File: src/design/mpzd_pkg.sv
package mpzd_pkg;

  // Default sample width of the ADC front end.
  localparam int SAMPLE_BITS_DEF = 12;

  // Configuration register widths.
  localparam int CLAMP_BITS   = 13;
  localparam int MINSPAN_BITS = 12;

  // APB register map: byte address 4*i, decoded on paddr[3:2].
  localparam int ADDR_BITS = 4;
  localparam int DATA_BITS = 32;

  typedef enum logic [1:0] {
    REG_CLAMP_LOW  = 2'd0,
    REG_CLAMP_HIGH = 2'd1,
    REG_MIN_SPAN   = 2'd2
  } reg_idx_t;

  localparam logic [CLAMP_BITS-1:0]   CLAMP_OFF     = '1;
  localparam logic [MINSPAN_BITS-1:0] MIN_SPAN_RST  = 12'd256;

  // Threshold scale factors: high above 0.67 of the span, low below 0.33.
  localparam int SCALE_ONE  = 100;
  localparam int SCALE_HIGH = 67;
  localparam int SCALE_LOW  = 33;

  typedef enum logic [2:0] {
    ZONE_SEEDED      = 3'd0,
    ZONE_WAIT        = 3'd1,
    ZONE_LOW         = 3'd2,
    ZONE_HIGH        = 3'd3,
    ZONE_ENTER_LOW   = 3'd4,
    ZONE_ENTER_HIGH  = 3'd5,
    ZONE_MIDDLE      = 3'd6
  } zone_t;

endpackage

File: src/design/magnet_pole_zone_detector.sv
// Path: an accepted input beat goes into the stage 1 register, then into the result register.
// Throughput: 1 beat per cycle while out_stall is low; the peak/span update and zone compare
// are combinational between the input and result registers, so state feedback sets the rate.
// Reset (rst, synchronous, active high): not seeded, peaks and span 0, both zone flags armed,
// clamps off (-1), min_span 256, both pipeline stages empty.
module magnet_pole_zone_detector
  import mpzd_pkg::*;
#(
  parameter int SAMPLE_BITS = SAMPLE_BITS_DEF
) (
  input  logic                   clk,
  input  logic                   rst,
  // sample channel
  input  logic                   in_valid,
  output logic                   in_stall,
  input  logic [SAMPLE_BITS-1:0] sample,
  // result channel
  output logic                   out_valid,
  input  logic                   out_stall,
  output logic [2:0]             zone_code,
  output logic [SAMPLE_BITS-1:0] clamped_sample,
  // APB configuration port
  input  logic                   psel,
  input  logic                   penable,
  input  logic                   pwrite,
  input  logic [ADDR_BITS-1:0]   paddr,
  input  logic [DATA_BITS-1:0]   pwdata,
  output logic [DATA_BITS-1:0]   prdata,
  output logic                   pready
);

  // Compare width: 100*x and 67*span + 100*low_peak need SAMPLE_BITS+9 signed bits;
  // one more bit of margin.
  localparam int SB = SAMPLE_BITS;
  localparam int CW = SAMPLE_BITS + 10;

  // ---------------------------------------------------------------------------
  // Configuration registers
  // ---------------------------------------------------------------------------
  logic [CLAMP_BITS-1:0]   clamp_low;
  logic [CLAMP_BITS-1:0]   clamp_high;
  logic [MINSPAN_BITS-1:0] min_span;
  logic                    cfg_wr;
  reg_idx_t                cfg_idx;

  assign pready  = 1'b1;
  assign cfg_wr  = psel && penable && pwrite;
  assign cfg_idx = reg_idx_t'(paddr[3:2]);

  always_ff @(posedge clk) begin
    if (rst) begin
      clamp_low  <= CLAMP_OFF;
      clamp_high <= CLAMP_OFF;
      min_span   <= MIN_SPAN_RST;
    end else if (cfg_wr) begin
      case (cfg_idx)
        REG_CLAMP_LOW:  clamp_low  <= pwdata[CLAMP_BITS-1:0];
        REG_CLAMP_HIGH: clamp_high <= pwdata[CLAMP_BITS-1:0];
        REG_MIN_SPAN:   min_span   <= pwdata[MINSPAN_BITS-1:0];
        default: ;      // unmapped address, write dropped
      endcase
    end
  end

  // Clamp registers read back sign-extended.
  always_comb begin
    case (cfg_idx)
      REG_CLAMP_LOW:
        prdata = {{(DATA_BITS-CLAMP_BITS){clamp_low[CLAMP_BITS-1]}}, clamp_low};
      REG_CLAMP_HIGH:
        prdata = {{(DATA_BITS-CLAMP_BITS){clamp_high[CLAMP_BITS-1]}}, clamp_high};
      REG_MIN_SPAN:
        prdata = {{(DATA_BITS-MINSPAN_BITS){1'b0}}, min_span};
      default:
        prdata = '0;
    endcase
  end

  // ---------------------------------------------------------------------------
  // Pipeline control
  // Stage 1 holds the raw sample; it moves into the result register whenever
  // that register is empty or its beat is being taken, so a finished result
  // never blocks the next input beat for more than the downstream stall.
  // ---------------------------------------------------------------------------
  logic          s1_valid;
  logic [SB-1:0] s1_sample;
  logic          s1_adv;

  assign s1_adv   = s1_valid && (!out_valid || !out_stall);
  assign in_stall = s1_valid && !s1_adv;

  always_ff @(posedge clk) begin
    if (rst) begin
      s1_valid <= 1'b0;
    end else if (!in_stall) begin
      s1_valid <= in_valid;
    end
  end

  always_ff @(posedge clk) begin
    if (in_valid && !in_stall) begin
      s1_sample <= sample;
    end
  end

  // ---------------------------------------------------------------------------
  // Clamp: optional lower and upper limits (all ones = off), then saturate to
  // the sample range. Done in a wide signed domain so a negative upper limit
  // drives the result to zero.
  // ---------------------------------------------------------------------------
  logic signed [CW-1:0] raw_w, cl_w, ch_w, smax_w, lim_a, lim_b, lim_c;
  logic [SB-1:0]        x;

  always_comb begin
    raw_w  = $signed({{(CW-SB){1'b0}}, s1_sample});
    cl_w   = $signed({{(CW-CLAMP_BITS){clamp_low[CLAMP_BITS-1]}}, clamp_low});
    ch_w   = $signed({{(CW-CLAMP_BITS){clamp_high[CLAMP_BITS-1]}}, clamp_high});
    smax_w = $signed({{(CW-SB){1'b0}}, {SB{1'b1}}});

    lim_a = raw_w;
    if (clamp_low != CLAMP_OFF && lim_a < cl_w) begin
      lim_a = cl_w;
    end
    lim_b = lim_a;
    if (clamp_high != CLAMP_OFF && lim_b > ch_w) begin
      lim_b = ch_w;
    end
    lim_c = lim_b;
    if (lim_c < $signed(CW'(0))) begin
      lim_c = '0;
    end
    if (lim_c > smax_w) begin
      lim_c = smax_w;
    end
    x = lim_c[SB-1:0];
  end

  // ---------------------------------------------------------------------------
  // Peak tracker state
  // span is kept on its own: on zone entry it takes the old peak difference
  // before the peak moves, so it does not always equal high_peak - low_peak.
  // ---------------------------------------------------------------------------
  logic                 seeded, seeded_next;
  logic [SB-1:0]        high_peak, high_peak_next;
  logic [SB-1:0]        low_peak, low_peak_next;
  logic signed [SB:0]   span, span_next;
  logic                 high_armed, high_armed_next;
  logic                 low_armed, low_armed_next;
  zone_t                code_next;

  logic signed [CW-1:0] x100, base100, span_w, thr_high, thr_low, min_span_w;
  logic                 is_high, is_low;
  logic [SB-1:0]        hp_wide, lp_wide;

  // Threshold terms: constant multiplies only.
  always_comb begin
    x100       = $signed({{(CW-SB){1'b0}}, x}) * $signed(CW'(SCALE_ONE));
    base100    = $signed({{(CW-SB){1'b0}}, low_peak}) * $signed(CW'(SCALE_ONE));
    span_w     = $signed({{(CW-SB-1){span[SB]}}, span});
    thr_high   = span_w * $signed(CW'(SCALE_HIGH)) + base100;
    thr_low    = span_w * $signed(CW'(SCALE_LOW)) + base100;
    min_span_w = $signed({{(CW-MINSPAN_BITS){1'b0}}, min_span});
    is_high    = x100 > thr_high;
    is_low     = x100 < thr_low;
  end

  always_comb begin
    seeded_next     = seeded;
    high_peak_next  = high_peak;
    low_peak_next   = low_peak;
    span_next       = span;
    high_armed_next = high_armed;
    low_armed_next  = low_armed;
    code_next       = ZONE_MIDDLE;
    hp_wide         = (x > high_peak) ? x : high_peak;
    lp_wide         = (x < low_peak)  ? x : low_peak;

    if (!seeded) begin
      // first beat seeds both peaks
      seeded_next    = 1'b1;
      high_peak_next = x;
      low_peak_next  = x;
      span_next      = '0;
      code_next      = ZONE_SEEDED;
    end else if (span_w < min_span_w) begin
      // spread too small: only widen the peaks and the span
      code_next      = ZONE_WAIT;
      high_peak_next = hp_wide;
      low_peak_next  = lp_wide;
      if (x > high_peak || x < low_peak) begin
        span_next = $signed({1'b0, hp_wide}) - $signed({1'b0, lp_wide});
      end
    end else if (is_high) begin
      if (high_armed) begin
        high_armed_next = 1'b0;
        low_armed_next  = 1'b1;
        span_next       = $signed({1'b0, high_peak}) - $signed({1'b0, low_peak});
        high_peak_next  = x;
        code_next       = ZONE_ENTER_HIGH;
      end else begin
        code_next = ZONE_HIGH;
        if (x > high_peak) begin
          high_peak_next = x;
          span_next      = $signed({1'b0, x}) - $signed({1'b0, low_peak});
        end
      end
    end else if (is_low) begin
      if (low_armed) begin
        low_armed_next  = 1'b0;
        high_armed_next = 1'b1;
        span_next       = $signed({1'b0, high_peak}) - $signed({1'b0, low_peak});
        low_peak_next   = x;
        code_next       = ZONE_ENTER_LOW;
      end else begin
        code_next = ZONE_LOW;
        if (x < low_peak) begin
          low_peak_next = x;
          span_next     = $signed({1'b0, high_peak}) - $signed({1'b0, x});
        end
      end
    end
  end

  always_ff @(posedge clk) begin
    if (rst) begin
      seeded     <= 1'b0;
      high_peak  <= '0;
      low_peak   <= '0;
      span       <= '0;
      high_armed <= 1'b1;
      low_armed  <= 1'b1;
    end else if (s1_adv) begin
      seeded     <= seeded_next;
      high_peak  <= high_peak_next;
      low_peak   <= low_peak_next;
      span       <= span_next;
      high_armed <= high_armed_next;
      low_armed  <= low_armed_next;
    end
  end

  // ---------------------------------------------------------------------------
  // Result register
  // ---------------------------------------------------------------------------
  zone_t         out_code;
  logic [SB-1:0] out_sample;

  always_ff @(posedge clk) begin
    if (rst) begin
      out_valid <= 1'b0;
    end else if (s1_adv) begin
      out_valid <= 1'b1;
    end else if (!out_stall) begin
      out_valid <= 1'b0;
    end
  end

  always_ff @(posedge clk) begin
    if (s1_adv) begin
      out_code   <= code_next;
      out_sample <= x;
    end
  end

  assign zone_code      = out_code;
  assign clamped_sample = out_sample;

`ifndef SYNTHESIS
  // The zone flags are re-armed in pairs: at least one is always armed.
  a_one_armed: assert property (@(posedge clk) disable iff (rst)
    high_armed || low_armed)
    else $error("both zone flags disarmed");

  // The beat leaving stage 1 before seeding must come out as the seed code.
  a_seed_first: assert property (@(posedge clk) disable iff (rst)
    (s1_adv && !seeded) |=> (out_valid && zone_code == ZONE_SEEDED && seeded))
    else $error("first result after reset is not the seed beat");

  // Entering the high zone disarms high and arms low.
  a_enter_high: assert property (@(posedge clk) disable iff (rst)
    (s1_adv && code_next == ZONE_ENTER_HIGH) |=> (!high_armed && low_armed))
    else $error("high zone entry left flags inconsistent");

  // Stage 1 never moves a beat into a full result register that is stalled.
  a_no_overwrite: assert property (@(posedge clk) disable iff (rst)
    (out_valid && out_stall) |-> !s1_adv)
    else $error("result register overwritten while stalled");
`endif

endmodule

File: config.mk
export PLATFORM = sky130hd
export DESIGN_NAME = magnet_pole_zone_detector
export DESIGN_NICKNAME = d
export VERILOG_FILES = /design/src/design/mpzd_pkg.sv /design/src/design/magnet_pole_zone_detector.sv
export SDC_FILE = /design/constraint.sdc
export NUM_CORES = 1
export LEC_CHECK = 0
export BUFFER_PORTS_ARGS = -buffer_cell sky130_fd_sc_hd__buf_2
export CAP_MARGIN = 10
export CORE_UTILIZATION = 50
export CTS_BUF_LIST = sky130_fd_sc_hd__clkbuf_4 sky130_fd_sc_hd__clkbuf_8
export CTS_CLUSTER_DIAMETER = 80
export DETAILED_ROUTE_END_ITERATION = 12
export HOLD_SLACK_MARGIN = 0.08
export PLACE_DENSITY_LB_ADDON = 0.2
export SETUP_SLACK_MARGIN = 0.2
export SLEW_MARGIN = 20
export SYNTH_ARGS = -nofsm -noshare
export SYNTH_HDL_FRONTEND = slang
export SYNTH_SLANG_ARGS = --single-unit
export TNS_END_PERCENT = 30
File: constraint.sdc
create_clock -name clk -period 8.88 [get_ports clk]
set_input_delay 0.444 -clock clk [delete_from_list [all_inputs] [get_ports clk]]
set_output_delay 0.444 -clock clk [all_outputs]
set_load 0.01 [all_outputs]
Word-level counts from Yosys, hierarchy flattened
Index checks and enable logic that the tools add are counted.

Latch bits: 0. RAM bits: 0. Register bits: 107. ROM bits: 0. Input bits: 55. Memories: 0. Output and inout bits: 50.

Equal/unequal tests: 13. $add $sub $neg: 6. Shifts and indexed selects: 0. Reductions and logical operators: 25. Divide/modulo/power cells: 0. Muxes and demuxes: 38. Multipliers: 4. Bitwise operators: 2. $lt $le $gt $ge: 9.

Operators with widths (count): 12-bit two-way mux (12); 13-bit two-way mux (9); 32-bit one-hot mux with 3 select lines (1); 22-bit two-way mux (3); 12-bit by 12-bit subtractor with 13-bit output (4); 12-bit by 5-bit multiplier with 17-bit output, second input constant (2); 13-bit < comparator (2); 13-bit != test, second input constant (2); 21-bit by 20-bit adder with 22-bit output (1); 20-bit by 22-bit greater-than comparator with 1-bit output (1); 22-bit by 13-bit greater-than comparator with 1-bit output (1); 22-bit by 13-bit greater-than comparator with 1-bit output, second input constant (1); 22-bit by 1-bit < comparator with 1-bit output, second input constant (1); 20-bit by 20-bit adder with 21-bit output (1); 20-bit by 21-bit < comparator with 1-bit output (1); 13-bit by 8-bit multiplier with 21-bit output, second input constant (1); 13-bit by 7-bit multiplier with 20-bit output, second input constant (1); 5-bit AND reduction (3); 12-bit greater-than comparator (1); 12-bit < comparator (1); 3-bit two-way mux (4); 1-bit two-way mux (9); 2-bit AND reduction (4); 1-bit logical AND (7); other kinds (16) (24).

Logic depth before layout (Yosys ltp)
Depth in word-level cells: 17. Depth in mapped cells: 49. Mapped depth without buffers: 48.

Least setup slack after synthesis
Ideal clock, no wire load.

Kind: register -> register. Start point: register clamp_low[1]. End point: register span[11]. Stages on the path, launching flop included: 49. Data arrival time: 9.524 ns. Slack: -0.761 ns. Clock period less this slack: 9.641 ns. Cell sequence: dfxtp_1 -> inv_1 -> ha_1 -> a21o_1 -> a21o_1 -> a21o_1 -> a21o_1 -> a21o_1 -> a21oi_1 -> o21ai_1 -> clkbuf_1 -> mux2i_1 -> inv_1 -> ha_1 -> o21a_1 -> o21a_1 -> o21a_1 -> o21a_1 -> [13 not listed] -> o31a_1 -> o31a_1 -> o21ai_1 -> nand2b_1 -> a21oi_1 -> xnor2_1 -> ha_1 -> and4_1 -> nand4_1 -> a311oi_1 -> o21ai_1 -> a2111oi_4 -> a211o_2 -> a211oi_2 -> o41ai_4 -> nor2_1 -> buf_4 -> o2bb2ai_2.

Word-level cells in the longest chain between the ends: 17.

RTL lines: from (decl) (RTL line magnet_pole_zone_detector.sv:40) `logic [CLAMP_BITS-1:0] clamp_low;`; from (signal assigned) (RTL line magnet_pole_zone_detector.sv:57) `REG_CLAMP_LOW: clamp_low <= pwdata[CLAMP_BITS-1:0];`; 13-bit < comparator / 13-bit != test (equally long branches) (RTL line magnet_pole_zone_detector.sv:121) `if (clamp_low != CLAMP_OFF && lim_a < cl_w) begin`; 1-bit logical AND (RTL line magnet_pole_zone_detector.sv:121); 22-bit two-way mux * (RTL line magnet_pole_zone_detector.sv:121); 22-bit by 13-bit greater-than comparator with 1-bit output (RTL line magnet_pole_zone_detector.sv:125) `if (clamp_high != CLAMP_OFF && lim_b > ch_w) begin`; 1-bit logical AND (RTL line magnet_pole_zone_detector.sv:125); 22-bit two-way mux * (RTL line magnet_pole_zone_detector.sv:125); 22-bit by 1-bit < comparator with 1-bit output (RTL line magnet_pole_zone_detector.sv:129) `if (lim_c < $signed(CW'(0))) begin`; 22-bit two-way mux * (RTL line magnet_pole_zone_detector.sv:129); 22-bit by 13-bit greater-than comparator with 1-bit output (RTL line magnet_pole_zone_detector.sv:132) `if (lim_c > smax_w) begin`; 12-bit two-way mux * (RTL line magnet_pole_zone_detector.sv:132); named net lim_c[2] (RTL line magnet_pole_zone_detector.sv:111) `logic signed [CW-1:0] raw_w, cl_w, ch_w, smax_w, lim_a, lim_b, lim_c;`; parallel branches: the longest is 7 deep, another holds 20-bit by 22-bit greater-than comparator with 1-bit output; to (signal assigned) (RTL line magnet_pole_zone_detector.sv:236) `span <= span_next;`; to (decl) (RTL line magnet_pole_zone_detector.sv:146) `logic signed [SB:0] span, span_next;`.

Mark *: on every way through the listed nets, which the timed path passes. The select of a mux whose other input is x is not followed. A chain may end at the register's enable or synchronous reset.

Final worst setup path
Start point: register clamp_low[1]. End point: register low_peak[0].

Word-level cells in the longest chain between the ends: 17.

RTL lines: 13-bit < comparator / 13-bit != test (equally long branches) (RTL line magnet_pole_zone_detector.sv:121); 1-bit logical AND (RTL line magnet_pole_zone_detector.sv:121); 22-bit two-way mux * (RTL line magnet_pole_zone_detector.sv:121); 22-bit by 13-bit greater-than comparator with 1-bit output (RTL line magnet_pole_zone_detector.sv:125); 1-bit logical AND (RTL line magnet_pole_zone_detector.sv:125); 22-bit two-way mux * (RTL line magnet_pole_zone_detector.sv:125); 22-bit by 1-bit < comparator with 1-bit output (RTL line magnet_pole_zone_detector.sv:129); 22-bit two-way mux * (RTL line magnet_pole_zone_detector.sv:129); 22-bit by 13-bit greater-than comparator with 1-bit output (RTL line magnet_pole_zone_detector.sv:132); 12-bit two-way mux * (RTL line magnet_pole_zone_detector.sv:132); named net lim_c[2] (RTL line magnet_pole_zone_detector.sv:111); parallel branches: the longest is 7 deep, another holds 20-bit by 22-bit greater-than comparator with 1-bit output; to (signal assigned) (RTL line magnet_pole_zone_detector.sv:235) `low_peak <= low_peak_next;`; to (decl) (RTL line magnet_pole_zone_detector.sv:145) `logic [SB-1:0] low_peak, low_peak_next;`.

Marked as above.

==> impl_metrics.yaml <==
run_status:
  status: "finished with violations"
  violations: "setup timing"
detailed_routing:
  dr.pass1.iters: 5
  ant_nets: 0
  vias_per_cell: 5.55
  drc: 0
  vias: 13296
  wire_per_inst_um: 18.1
  drtIter0Drc: 777
  finalWirelength_um: 43400
cells_and_area:
  nFillCells: 2485
  drive_above_1_share: 0.223
  mostFrequentLayoutCells: "303 x inv_1, 280 x ha_1, 207 x buf_4"
  area_delta_synth_final_pct: 20.8
  final_util: 0.617
  diodes: 0
  nNetsFinal: 2403
  final_common_cell: "inv_1"
global_routing:
  grt_max_degree: 44
  grt_usage: 0.288
  globalRouteOverflowTotal: 0
  antenna_found_initial: 0
  grt_pass1_vias: 12948
  grt_pass1_wl_um: 68200
floorplanning:
  die_w_um: 173
  core_area_um2: 28800
  fp.dieH_um: 173
  ios: 105
  start_util: 0.511
  rows: 62
  dieArea_um2: 30100
worst_setup_path:
  r2r_setup_slack_ns: -0.50
  cp.required_ns: 9.16
  r2r_cells: 49
  cp_common_cell: "o21a_1"
  start_kind: "flip-flop"
  crit_slowest_cell: "fa_1"
  reg2reg_to: "low_peak[0]"
  cp_max_fo: 7
  path_class: "reg -> reg"
  reg2reg_from: "clamp_low[1]"
  crit_path_end_kind: "flip-flop"
  critPathMaxStageDelay_ns: 0.49
  cp.arrival_ns: 9.66
timing:
  worstMarginPinSlew_ns: 0.931
  hold_viol: 0
  skew_ns: 0.0178
  fin_ws_ns: -0.499
  layout_min_cycle_time_ns: 9.38
  period_share: 1.06
  maxSlewHeadroom: 0.375
  setup_viol: 42
  rsz0062_at_grt: "true"
  finalSetupTns_ns: -16.43
  fmax_ghz: 0.107
  drv_slew: 0
synth:
  ys.flop_type: "dfxtp_1"
  synth_edf_count: 27
  yosys.area.top_type: "ha_1"
  syn_inst: 1756
  synth_area_leaders: "ha_1 24%, dfxtp_1 11%, inv_1 7.8%, fa_1 7.5%, edfxtp_1 5.5%"
  syn-cell-area_um2: 14700
  synth_seq_area_share: 0.164
  synth_area_per_cell_um2: 8.37
  ys_types: 79
  yosys_register_bits: 107
  synthArstFlopShare: 0
  synth_top_area_share: 0.244
  syn_nets: 2153
  synth_warnings: 0
worst_hold_path:
  hp-start: "sample[11]"
  hp-class: "in -> reg"
  min_to: "s1_sample[11]"
  holdPathStages: 1
cts:
  cts_hold_buf: 0
  clk_pin_slew_ns: 0.12
  cts_made_buffers: 9
  clockRootBuffer: "clkbuf_8"
  cts_max_level: 3
  cts_sinks: 107
  cts.path.max_buffers: 2
  clock_latency_ns: 0.42
  cts_tree: "yes"
power:
  p_total_mw: 4.11
  peakVddDrop_mv: 0.141
  p_leak_nw: 9.09
  p_per_area_nw_per_um2: 232
placed_design:
  hpwl_um: 34900
  port_buffers: 82
  finalWeightedCongestion: 0.990
  place_ws_ns: -0.891
run:
  max_cap_violations: 0
-- kinds of logic after synthesis --
kind of cell    after synthesis  synth area share
other cells                   2          0.000511
fa+ha+maj                   342             0.319
mux                          66            0.0450
simple gates                381             0.121
flops                       107             0.164
compound gates              407             0.198
buf+inv                     372             0.104
xor+xnor                     79            0.0485
-- state kept, by name, summed over array words and instances (netlist names) --
name,count
zone_code,3
seeded,1
low_peak,12
min_span,12
low_armed,1
s1_valid,1
span,13
out_valid,1
high_armed,1
clamp_low,13
clamped_sample,12
clamp_high,13
high_peak,12
s1_sample,12
-- worst max-delay path by stage --
stage / start / end / depth (start not counted)
after global routing: s1_sample[1] / low_peak[4] / 48
final: clamp_low[1] / low_peak[0] / 49
after global placement: s1_sample[1] / span[7] / 45
after floorplan: s1_sample[1] / span[11] / 47
after CTS: s1_sample[1] / span[12] / 50
after detailed placement: s1_sample[1] / span[7] / 45
-- area by class of cell --
class | count | area (um^2) | area share
clock buffers | 9 | 124 | 0.00698
clock inverters | 7 | 57.6 | 0.00324
inverters | 307 | 1150 | 0.0649
well taps | 384 | 480 | 0.0271
repair buffers | 304 | 2200 | 0.124
multi-input cells | 1277 | 11300 | 0.638
flip-flops and latches | 107 | 2410 | 0.136
-- critical path, delay by kind of cell (launching register included) --
kind | cells | cell delay [ns]
AOI/OAI and AO/OA | 28 | 4.86
adders and majority gates | 7 | 2.15
buffers and inverters | 8 | 0.82
muxes | 2 | 0.46
DFF | 1 | 0.36
and+or+nand+nor | 3 | 0.31
xor gates and xnor gates | 1 | 0.24
-- metrics by stage --
step / hold slack, ns / cells / area (um^2)
after CTS: 0.180 / 2383 / 17400
after floorplan: 0.450 / 1756 / 14900
final: 0.193 / 2395 / 17800
after global routing: 0.180 / 2395 / 17800
after detailed placement: 0.471 / 2341 / 16800
after global placement: 0.461 / 2341 / 16800
-- routing by layer --
layer,part of all wire,vias to the layer above,global-route usage
li1,-,6541,-
met1,0.45,6269,0.389
met2,0.46,414,0.479
met3,0.058,72,0.0254
met4,0.033,0,0.104
met5,0,-,0
-- power by group --
part	total (mW)	internal, mW	switching, mW	leakage, nW
clock	0.303	0.107	0.195	0.0955
combinational	3.24	1.52	1.72	8.08
sequential	0.564	0.527	0.0368	0.911
-- repair_timing --
action,CTS,global route
resized for setup,53,39
endpoints found under the setup margin,42,42
setup buffers,24,10
pin swaps,33,46
cloned,2,2
-- synth_stat cells, types with 22 or more instances --
cell type and number:
nor3_1 24, a21oi_1 83, mux2i_1 66, nand2_1 146, ha_1 287, dfxtp_1 80, fa_1 55, inv_1 306
nor2b_1 22, o211ai_1 35, edfxtp_1 27, o21a_1 22, a21o_1 40, nor2_1 95, xor2_1 30, o21ai_0 80
buf_4 26, xnor2_1 47, clkbuf_1 32
Note: power is estimated with default switching activity, not from simulation.
